==> config.mk <==
export PLATFORM = sky130hd
export DESIGN_NAME = aligned_bump_allocator_core
export DESIGN_NICKNAME = d
export VERILOG_FILES = /design/src/rtl/abal_pkg.sv /design/src/rtl/abal_front.sv /design/src/rtl/abal_queue.sv /design/src/rtl/abal_back.sv /design/src/rtl/aligned_bump_allocator_core.sv
export VERILOG_INCLUDE_DIRS = /design/src /design/src/rtl
export SDC_FILE = /design/constraint.sdc
export NUM_CORES = 1
export LEC_CHECK = 0
export BUFFER_PORTS_ARGS = -buffer_cell sky130_fd_sc_hd__clkbuf_2
export CAP_MARGIN = 20
export CORE_AREA = 2 2 311 190
export DETAILED_ROUTE_END_ITERATION = 6
export DIE_AREA = 0 0 313 192
export GPL_ROUTABILITY_DRIVEN = 1
export HOLD_SLACK_MARGIN = 0.05
export PLACE_DENSITY = 0.45
export SETUP_SLACK_MARGIN = 0.3
export SLEW_MARGIN = 20
export SYNTH_ARGS = -nofsm -noshare
export SYNTH_HDL_FRONTEND = slang
export SYNTH_SLANG_ARGS = --single-unit
==> constraint.sdc <==
create_clock -name clk -period 8.2 [get_ports clk]
set_clock_uncertainty 0.05 [all_clocks]
set_input_delay 1.23 -clock clk [delete_from_list [all_inputs] [get_ports clk]]
set_output_delay 1.23 -clock clk [all_outputs]
set_load 0.005 [all_outputs]
==> src/rtl/aligned_bump_allocator_core_defines.svh <==
// Assertion macros shared by the allocator modules.
// Each macro expects clk and rst_n to be visible where it is used.
`ifndef ALIGNED_BUMP_ALLOCATOR_CORE_DEFINES_SVH
`define ALIGNED_BUMP_ALLOCATOR_CORE_DEFINES_SVH

`ifndef SYNTH
`define ABAL_ASSERT(lbl, prop, msg) \
    lbl: assert property (@(posedge clk) disable iff (!rst_n) prop) else $error(msg);
`define ABAL_ASSERT_NEVER(lbl, cond, msg) \
    lbl: assert property (@(posedge clk) disable iff (!rst_n) !(cond)) else $error(msg);
`else
`define ABAL_ASSERT(lbl, prop, msg)
`define ABAL_ASSERT_NEVER(lbl, cond, msg)
`endif

`endif

==> src/rtl/abal_pkg.sv <==
package abal_pkg;

    localparam int CFG_W      = 21;
    localparam int SIZE_W     = 24;
    localparam int ACTION_W   = 2;
    localparam int STATUS_W   = 3;
    localparam int GRANT_W    = 32;
    localparam int CFG_IDX_W  = 1;

    localparam int POOL_ADDR_BITS_DEF = 20;

    localparam logic [CFG_W-1:0] POOL_BYTES_RST    = CFG_W'(1048576);
    localparam logic [CFG_W-1:0] DEFAULT_ALIGN_RST = CFG_W'(8);

    localparam logic [CFG_IDX_W-1:0] CFG_POOL_BYTES    = 1'd0;
    localparam logic [CFG_IDX_W-1:0] CFG_DEFAULT_ALIGN = 1'd1;

    localparam logic [ACTION_W-1:0] ACT_ALLOC_ALIGNED = 2'd0;
    localparam logic [ACTION_W-1:0] ACT_ALLOC_DEFAULT = 2'd1;
    localparam logic [ACTION_W-1:0] ACT_RESET         = 2'd2;
    localparam logic [ACTION_W-1:0] ACT_REWIND        = 2'd3;

    localparam logic [STATUS_W-1:0] ST_DONE         = 3'd0;
    localparam logic [STATUS_W-1:0] ST_ZERO_SIZE    = 3'd1;
    localparam logic [STATUS_W-1:0] ST_BAD_ALIGN    = 3'd2;
    localparam logic [STATUS_W-1:0] ST_NO_SPACE     = 3'd3;
    localparam logic [STATUS_W-1:0] ST_MARK_IGNORED = 3'd4;

    localparam int Q_DEPTH = 2;
    localparam int QPTR_W  = $clog2(Q_DEPTH);

    typedef enum logic [1:0] {
        OP_ALLOC,
        OP_REJECT,
        OP_CLEAR,
        OP_REWIND
    } op_t;

    typedef struct packed {
        logic [ACTION_W-1:0] action;
        logic [SIZE_W-1:0]   alloc_size;
        logic [CFG_W-1:0]    alignment;
        logic [CFG_W-1:0]    rewind_mark;
    } req_t;

    typedef struct packed {
        logic [STATUS_W-1:0] status;
        logic [CFG_W-1:0]    offset;
        logic [CFG_W-1:0]    used_bytes;
        logic [CFG_W-1:0]    available_bytes;
        logic [CFG_W-1:0]    peak_bytes;
        logic [GRANT_W-1:0]  grant_count;
    } rsp_t;

    typedef struct packed {
        op_t                 op;
        logic [STATUS_W-1:0] status;
        logic [SIZE_W-1:0]   size;
        logic [CFG_W-1:0]    align_mask;
        logic [CFG_W-1:0]    mark;
    } cmd_t;

    typedef struct packed {
        logic full;
        logic empty;
    } q_flags_t;

endpackage

==> src/rtl/abal_front.sv <==
module abal_front
    import abal_pkg::*;
(
    input  logic             req_valid,
    output logic             req_stall,
    input  req_t             req_word,
    input  logic [CFG_W-1:0] default_align,
    input  q_flags_t         q_flags,
    output logic             push,
    output cmd_t             cmd
);

    logic [CFG_W-1:0] align_sel;
    logic             align_ok;

    assign req_stall = q_flags.full;
    assign push      = req_valid && !q_flags.full;

    assign align_sel = (req_word.action == ACT_ALLOC_DEFAULT) ? default_align
                                                               : req_word.alignment;
    assign align_ok  = (align_sel != '0) && ((align_sel & (align_sel - 1'b1)) == '0);

    always_comb
    begin
        cmd.op         = OP_ALLOC;
        cmd.status     = ST_DONE;
        cmd.size       = req_word.alloc_size;
        cmd.align_mask = align_sel - 1'b1;
        cmd.mark       = req_word.rewind_mark;
        unique case (req_word.action) inside
            ACT_ALLOC_ALIGNED, ACT_ALLOC_DEFAULT:
            begin
                if (req_word.alloc_size == '0)
                begin
                    cmd.op     = OP_REJECT;
                    cmd.status = ST_ZERO_SIZE;
                end
                else if (!align_ok)
                begin
                    cmd.op     = OP_REJECT;
                    cmd.status = ST_BAD_ALIGN;
                end
            end
            ACT_RESET:
            begin
                cmd.op = OP_CLEAR;
            end
            default:
            begin
                cmd.op = OP_REWIND;
            end
        endcase
    end

endmodule

==> src/rtl/abal_queue.sv <==
`include "aligned_bump_allocator_core_defines.svh"

module abal_queue
    import abal_pkg::*;
(
    input  logic     clk,
    input  logic     rst_n,
    input  logic     push,
    input  cmd_t     push_cmd,
    input  logic     pop,
    output cmd_t     head_cmd,
    output q_flags_t q_flags
);

    cmd_t              q_mem_reg [Q_DEPTH];
    logic [QPTR_W-1:0] wr_ptr_reg, wr_ptr_next;
    logic [QPTR_W-1:0] rd_ptr_reg, rd_ptr_next;
    logic [QPTR_W:0]   count_reg, count_next;

    assign q_flags.full  = (count_reg == (QPTR_W+1)'(Q_DEPTH));
    assign q_flags.empty = (count_reg == '0);
    assign head_cmd      = q_mem_reg[rd_ptr_reg];

    always_comb
    begin
        wr_ptr_next = push ? wr_ptr_reg + 1'b1 : wr_ptr_reg;
        rd_ptr_next = pop ? rd_ptr_reg + 1'b1 : rd_ptr_reg;
        count_next  = count_reg + (QPTR_W+1)'(push) - (QPTR_W+1)'(pop);
    end

    always_ff @(posedge clk or negedge rst_n)
    begin
        if (!rst_n)
        begin
            wr_ptr_reg <= '0;
            rd_ptr_reg <= '0;
            count_reg  <= '0;
        end
        else
        begin
            wr_ptr_reg <= wr_ptr_next;
            rd_ptr_reg <= rd_ptr_next;
            count_reg  <= count_next;
        end
    end

    always_ff @(posedge clk)
    begin
        if (push)
        begin
            q_mem_reg[wr_ptr_reg] <= push_cmd;
        end
    end

    `ABAL_ASSERT_NEVER(a_q_overflow, push && q_flags.full, "queue written while full")
    `ABAL_ASSERT_NEVER(a_q_underflow, pop && q_flags.empty, "queue read while empty")
    `ABAL_ASSERT(a_q_head_hold, (!q_flags.empty && !pop) |=> $stable(head_cmd), "queue head moved")

endmodule

==> src/rtl/abal_back.sv <==
`include "aligned_bump_allocator_core_defines.svh"

module abal_back
    import abal_pkg::*;
#(
    parameter int POOL_ADDR_BITS = POOL_ADDR_BITS_DEF
)
(
    input  logic             clk,
    input  logic             rst_n,
    input  logic [CFG_W-1:0] pool_bytes,
    input  q_flags_t         q_flags,
    input  cmd_t             head_cmd,
    output logic             pop,
    output logic             rsp_valid,
    input  logic             rsp_stall,
    output rsp_t             rsp_word
);

    localparam int CAP_BITS = (POOL_ADDR_BITS < CFG_W) ? POOL_ADDR_BITS : CFG_W;
    localparam logic [CFG_W:0] POOL_CAP = (CFG_W+1)'(1) << CAP_BITS;

    logic [CFG_W-1:0]    pool_total;
    logic [CFG_W:0]      start;
    logic [SIZE_W:0]     end_sum;
    logic                fits;

    logic                rsp_valid_reg, rsp_valid_next;
    logic [STATUS_W-1:0] status_reg, status_next;
    logic [CFG_W-1:0]    offset_reg, offset_next;
    logic [CFG_W-1:0]    used_reg, used_next;
    logic [CFG_W-1:0]    peak_reg, peak_next;
    logic [GRANT_W-1:0]  grants_reg, grants_next;

    assign pool_total = ({1'b0, pool_bytes} < POOL_CAP) ? pool_bytes : POOL_CAP[CFG_W-1:0];

    assign pop = !q_flags.empty && (!rsp_valid_reg || !rsp_stall);

    assign start   = ({1'b0, used_reg} + {1'b0, head_cmd.align_mask})
                     & ~{1'b0, head_cmd.align_mask};
    assign end_sum = {{(SIZE_W-CFG_W){1'b0}}, start} + {1'b0, head_cmd.size};
    assign fits    = (end_sum <= {{(SIZE_W-CFG_W+1){1'b0}}, pool_total});

    always_comb
    begin
        rsp_valid_next = rsp_valid_reg && rsp_stall;
        status_next    = status_reg;
        offset_next    = offset_reg;
        used_next      = used_reg;
        peak_next      = peak_reg;
        grants_next    = grants_reg;
        if (pop)
        begin
            rsp_valid_next = 1'b1;
            status_next    = head_cmd.status;
            offset_next    = '0;
            unique case (head_cmd.op)
                OP_ALLOC:
                begin
                    if (fits)
                    begin
                        offset_next = start[CFG_W-1:0];
                        used_next   = end_sum[CFG_W-1:0];
                        grants_next = grants_reg + 1'b1;
                        if (end_sum[CFG_W-1:0] > peak_reg)
                        begin
                            peak_next = end_sum[CFG_W-1:0];
                        end
                    end
                    else
                    begin
                        status_next = ST_NO_SPACE;
                    end
                end
                OP_REJECT:
                begin
                end
                OP_CLEAR:
                begin
                    used_next = '0;
                end
                OP_REWIND:
                begin
                    if (head_cmd.mark <= used_reg)
                    begin
                        used_next = head_cmd.mark;
                    end
                    else
                    begin
                        status_next = ST_MARK_IGNORED;
                    end
                end
                default:
                begin
                end
            endcase
        end
    end

    always_ff @(posedge clk or negedge rst_n)
    begin
        if (!rst_n)
        begin
            rsp_valid_reg <= 1'b0;
            used_reg      <= '0;
            peak_reg      <= '0;
            grants_reg    <= '0;
        end
        else
        begin
            rsp_valid_reg <= rsp_valid_next;
            used_reg      <= used_next;
            peak_reg      <= peak_next;
            grants_reg    <= grants_next;
        end
    end

    always_ff @(posedge clk)
    begin
        status_reg <= status_next;
        offset_reg <= offset_next;
    end

    assign rsp_valid                = rsp_valid_reg;
    assign rsp_word.status          = status_reg;
    assign rsp_word.offset          = offset_reg;
    assign rsp_word.used_bytes      = used_reg;
    assign rsp_word.available_bytes = (used_reg < pool_total) ? pool_total - used_reg : '0;
    assign rsp_word.peak_bytes      = peak_reg;
    assign rsp_word.grant_count     = grants_reg;

    `ABAL_ASSERT_NEVER(a_peak_below_used, peak_reg < used_reg, "peak fell below used offset")
    `ABAL_ASSERT(a_offset_only_on_grant, (rsp_valid_reg && status_reg != ST_DONE) |-> (offset_reg == '0), "offset set on a refused word")

endmodule

==> src/rtl/aligned_bump_allocator_core.sv <==
// Bump allocator over a byte pool of configurable size, capped at 2**POOL_ADDR_BITS bytes.
// One request word is accepted per cycle unless the queue is full: the front classifies it
// (zero size, bad alignment, action) into a two-entry queue, and the back applies it to the
// used offset and loads the result register, one word per cycle unless rsp_stall holds a
// valid result. Each request passes the queue, then the result register. req_stall rises
// only when the queue is full, which happens when rsp_stall holds results back.
// Configuration must be written only while no request is in flight; the block does not check.
module aligned_bump_allocator_core
    import abal_pkg::*;
#(
    parameter int POOL_ADDR_BITS = POOL_ADDR_BITS_DEF
)
(
    input  logic                 clk,
    input  logic                 rst_n,
    input  logic                 cfg_we,
    input  logic [CFG_IDX_W-1:0] cfg_index,
    input  logic [CFG_W-1:0]     cfg_data,
    input  logic                 req_valid,
    output logic                 req_stall,
    input  req_t                 req_word,
    output logic                 rsp_valid,
    input  logic                 rsp_stall,
    output rsp_t                 rsp_word
);

    logic [CFG_W-1:0] pool_bytes_reg, pool_bytes_next;
    logic [CFG_W-1:0] default_align_reg, default_align_next;

    q_flags_t q_flags;
    logic     push;
    logic     pop;
    cmd_t     push_cmd;
    cmd_t     head_cmd;

    always_comb
    begin
        pool_bytes_next    = pool_bytes_reg;
        default_align_next = default_align_reg;
        if (cfg_we)
        begin
            unique case (cfg_index)
                CFG_POOL_BYTES:    pool_bytes_next    = cfg_data;
                CFG_DEFAULT_ALIGN: default_align_next = cfg_data;
                default:
                begin
                end
            endcase
        end
    end

    always_ff @(posedge clk or negedge rst_n)
    begin
        if (!rst_n)
        begin
            pool_bytes_reg    <= POOL_BYTES_RST;
            default_align_reg <= DEFAULT_ALIGN_RST;
        end
        else
        begin
            pool_bytes_reg    <= pool_bytes_next;
            default_align_reg <= default_align_next;
        end
    end

    abal_front u_front (
        .req_valid     (req_valid),
        .req_stall     (req_stall),
        .req_word      (req_word),
        .default_align (default_align_reg),
        .q_flags       (q_flags),
        .push          (push),
        .cmd           (push_cmd)
    );

    abal_queue u_queue (
        .clk      (clk),
        .rst_n    (rst_n),
        .push     (push),
        .push_cmd (push_cmd),
        .pop      (pop),
        .head_cmd (head_cmd),
        .q_flags  (q_flags)
    );

    abal_back #(
        .POOL_ADDR_BITS (POOL_ADDR_BITS)
    ) u_back (
        .clk        (clk),
        .rst_n      (rst_n),
        .pool_bytes (pool_bytes_reg),
        .q_flags    (q_flags),
        .head_cmd   (head_cmd),
        .pop        (pop),
        .rsp_valid  (rsp_valid),
        .rsp_stall  (rsp_stall),
        .rsp_word   (rsp_word)
    );

endmodule
==> results.py <==
metrics = {
    "job": {
        "max_cap_violations": 0,
    },
    "final_layout": {
        "flow.area_growth_from_synthesis_pct": 18.5,
        "fillers": 5722,
        "fin_area_um2": 20200,
        "largest_reg_flops": 140,
        "final_nets": 2023,
        "drive_gt1_share_pct": 24.3,
    },
    "cts": {
        "holdBufCountCts": 0,
        "cts.path.max_buffers": 3,
        "root_buffer": "clkbuf_16",
        "cts_buffers": 31,
        "cts.sinks": 285,
        "tritoncts": "done",
        "h-tree-depth": 1,
        "clkTransAtPathRegs_ps": 60,
        "clk_latency_ps": 580,
    },
    "sta": {
        "slew_headroom_pct": 31.4,
        "timing.fmax_ghz": 0.134,
        "fin_crit_sh_pct": 91.1,
        "min_period_ps": 7470,
        "rsz0062_at_grt": "no",
        "worst_pin_slew_ps": 1030,
        "setup_viol": 0,
        "hold_violations": 0,
        "drv_slew": 0,
        "tns_ps": 0,
    },
    "worst_setup_path": {
        "crit_path_start_kind": "flip-flop",
        "cp_slowest_cell": "o311ai_4",
        "cp.depth": 29,
        "path_max_fanout": 41,
        "critical_path_required_ps": 8610,
        "endpoint_kind": "flip-flop",
        "critPathBufInv": 1,
        "crit_arrival_ps": 7890,
        "cp_slowest_stage_delay_ps": 490,
        "critPathTopFamily": "compound AO/OA/AOI/OAI gates",
        "rr_worst_depth": 29,
        "worstSetupPathType": "reg -> reg",
    },
    "synthesis": {
        "ys_top_cells_by_area": "edfxtp_1, dfrtp_1, ha_1",
        "synth.most_common_cell": "edfxtp_1",
        "synth_top_area_share_pct": 28.9,
        "synth_top_cell_by_area": "edfxtp_1",
        "synth_cell_types": 74,
        "synth_seq_area_share_pct": 46.6,
        "synthArstFlopShare_pct": 42.5,
        "avgSynthCellArea_um2": 11.1,
        "syn_inst": 1537,
        "synth_seq_cells": 285,
        "ys_warn_count": 0,
        "synth_fp_nets": 1787,
        "synth_area_um2": 17100,
        "synth_flop_cell": "edfxtp_1",
        "synth_edf_count": 164,
        "yosys-top-cells-count": "edfxtp_1, ha_1, inv_1, nand2_1, dfrtp_1",
    },
    "global_route": {
        "grt_pass1_vias": 12400,
        "grt_max_degree": 71,
        "grt.busiest_layer": "met1",
        "met1_usage_pct": 30.5,
        "grt-ovfl-total": 0,
        "grt_pass1_wl_um": 84100,
        "antenna_found_initial": 1,
        "grt.met2_usage_pct": 25.9,
        "grt_use_met3_pct": 4.06,
        "gr-usage-all-layers_pct": 19.1,
    },
    "route": {
        "ant_nets": 0,
        "avgViaCountPerCell": 5.04,
        "vias": 12900,
        "dr.first_iter.drc_count": 1017,
        "dr.pass1.iters": 5,
        "drt_wl_total_um": 58200,
        "wire_per_inst_um": 22.6,
        "drcViolationCount": 0,
    },
    "floorplan": {
        "rows": 68,
        "start_util_pct": 29.9,
        "die_h_um": 192,
        "die_w_um": 313,
        "dieArea_um2": 60100,
        "num_io_pins": 216,
        "core_area_um2": 57100,
    },
    "hold_path": {
        "min-delay-path-class": "reg -> reg",
        "min_path_cells": 1,
    },
    "placement": {
        "hpwl_um": 46300,
        "place_area_um2": 19200,
        "gp_congestion": 0.885,
        "portBuffers": 215,
    },
    "status": {
        "outcome": "complete, no violations",
    },
}
==> metrics by stage <==
step                hold WS (ps)  setup slack (ps)  cells  utilization, %
floorplan                    409               966   1537               -
global placement             409               577   2508            33.6
detailed placement           421               461   2508            33.6
CTS                          428               427   2565            35.3
global route                 451               303   2567            35.4
finish                       427               726   2568            35.4
==> worst paths after layout <==
check                      slack, ps                                 to                              start
max                              730   u_back.grants_reg[1]$_DFFE_PN0P_     u_queue.rd_ptr_reg$_DFFE_PN0P_
min reg2reg                      430  u_back.grants_reg[31]$_DFFE_PN0P_  u_back.grants_reg[31]$_DFFE_PN0P_
max reg2reg                      730   u_back.grants_reg[1]$_DFFE_PN0P_     u_queue.rd_ptr_reg$_DFFE_PN0P_
min                              430  u_back.grants_reg[31]$_DFFE_PN0P_  u_back.grants_reg[31]$_DFFE_PN0P_
max in group asynchronous       5890     u_queue.rd_ptr_reg$_DFFE_PN0P_                              rst_n
min in group asynchronous        710         u_back.rsp_valid$_DFF_PN0_                              rst_n
==> final cells by class <==
cell class | instances | area [um2] | share of cell area (%)
multi-input combinational | 1067 | 8470 | 41.9
sequential | 285 | 7960 | 39.3
timing repair buffer | 245 | 1340 | 6.60
tap | 770 | 963 | 4.76
clock buffer | 46 | 893 | 4.42
inverter | 143 | 537 | 2.65
clock inverter | 11 | 71.3 | 0.353
antenna | 1 | 2.50 | 0.0124
==> cell families after synthesis <==
logic type / Yosys count / synth area share [%]
AOI/OAI and AO/OA: 246 / 10.0
xor gates and xnor gates: 83 / 4.34
adders and majority gates: 156 / 11.6
buffers and inverters: 185 / 4.33
DFF: 285 / 46.6
muxes: 164 / 10.5
and+or+nand+nor: 418 / 12.7
==> per-layer routing <==
layer | vias to the layer above | share of wire (%)
met3 | 44 | 6.8
met1 | 6464 | 53
met4 | 0 | 1.4
li1 | 6060 | -
met2 | 367 | 39
met5 | - | 0
==> cell usage in the layout (no fill, tap or decap), types with 6 or more instances in the layout <==
master,netlist,layout
o21bai_1,7,7
buf_4,0,26
a21oi_1,59,58
nand2_1,125,125
nor3_1,48,48
xor2_1,41,40
nand2b_1,14,14
nand4_1,14,14
edfxtp_1,164,164
clkbuf_2,0,214
o211ai_1,6,6
clkbuf_1,24,10
mux2_2,94,94
xnor2_1,41,39
nor2b_1,10,8
or3_1,10,10
nor4_1,29,29
a211oi_1,11,11
o21ai_0,33,31
ha_1,152,152
a22oi_1,20,20
mux2i_1,49,49
clkbuf_16,0,32
o21a_1,13,13
inv_1,140,140
nand3_1,31,31
and2_1,18,18
nor2_1,72,68
dfrtp_1,119,118
mux2_1,20,20
and3_1,16,15
nor4_2,10,10
a21o_1,44,44
==> repair_timing <==
| item | CTS | global route |
|---|---|---|
| hold endpoints to repair | 0 | 0 |
| gates resized for setup | 0 | 19 |
| setup endpoints to repair | 0 | 97 |
| setup buffers | 0 | 2 |
Power is left out: the tool's default activity adds up to more than one toggle a clock period on the data nets, which glitch-free logic cannot reach.
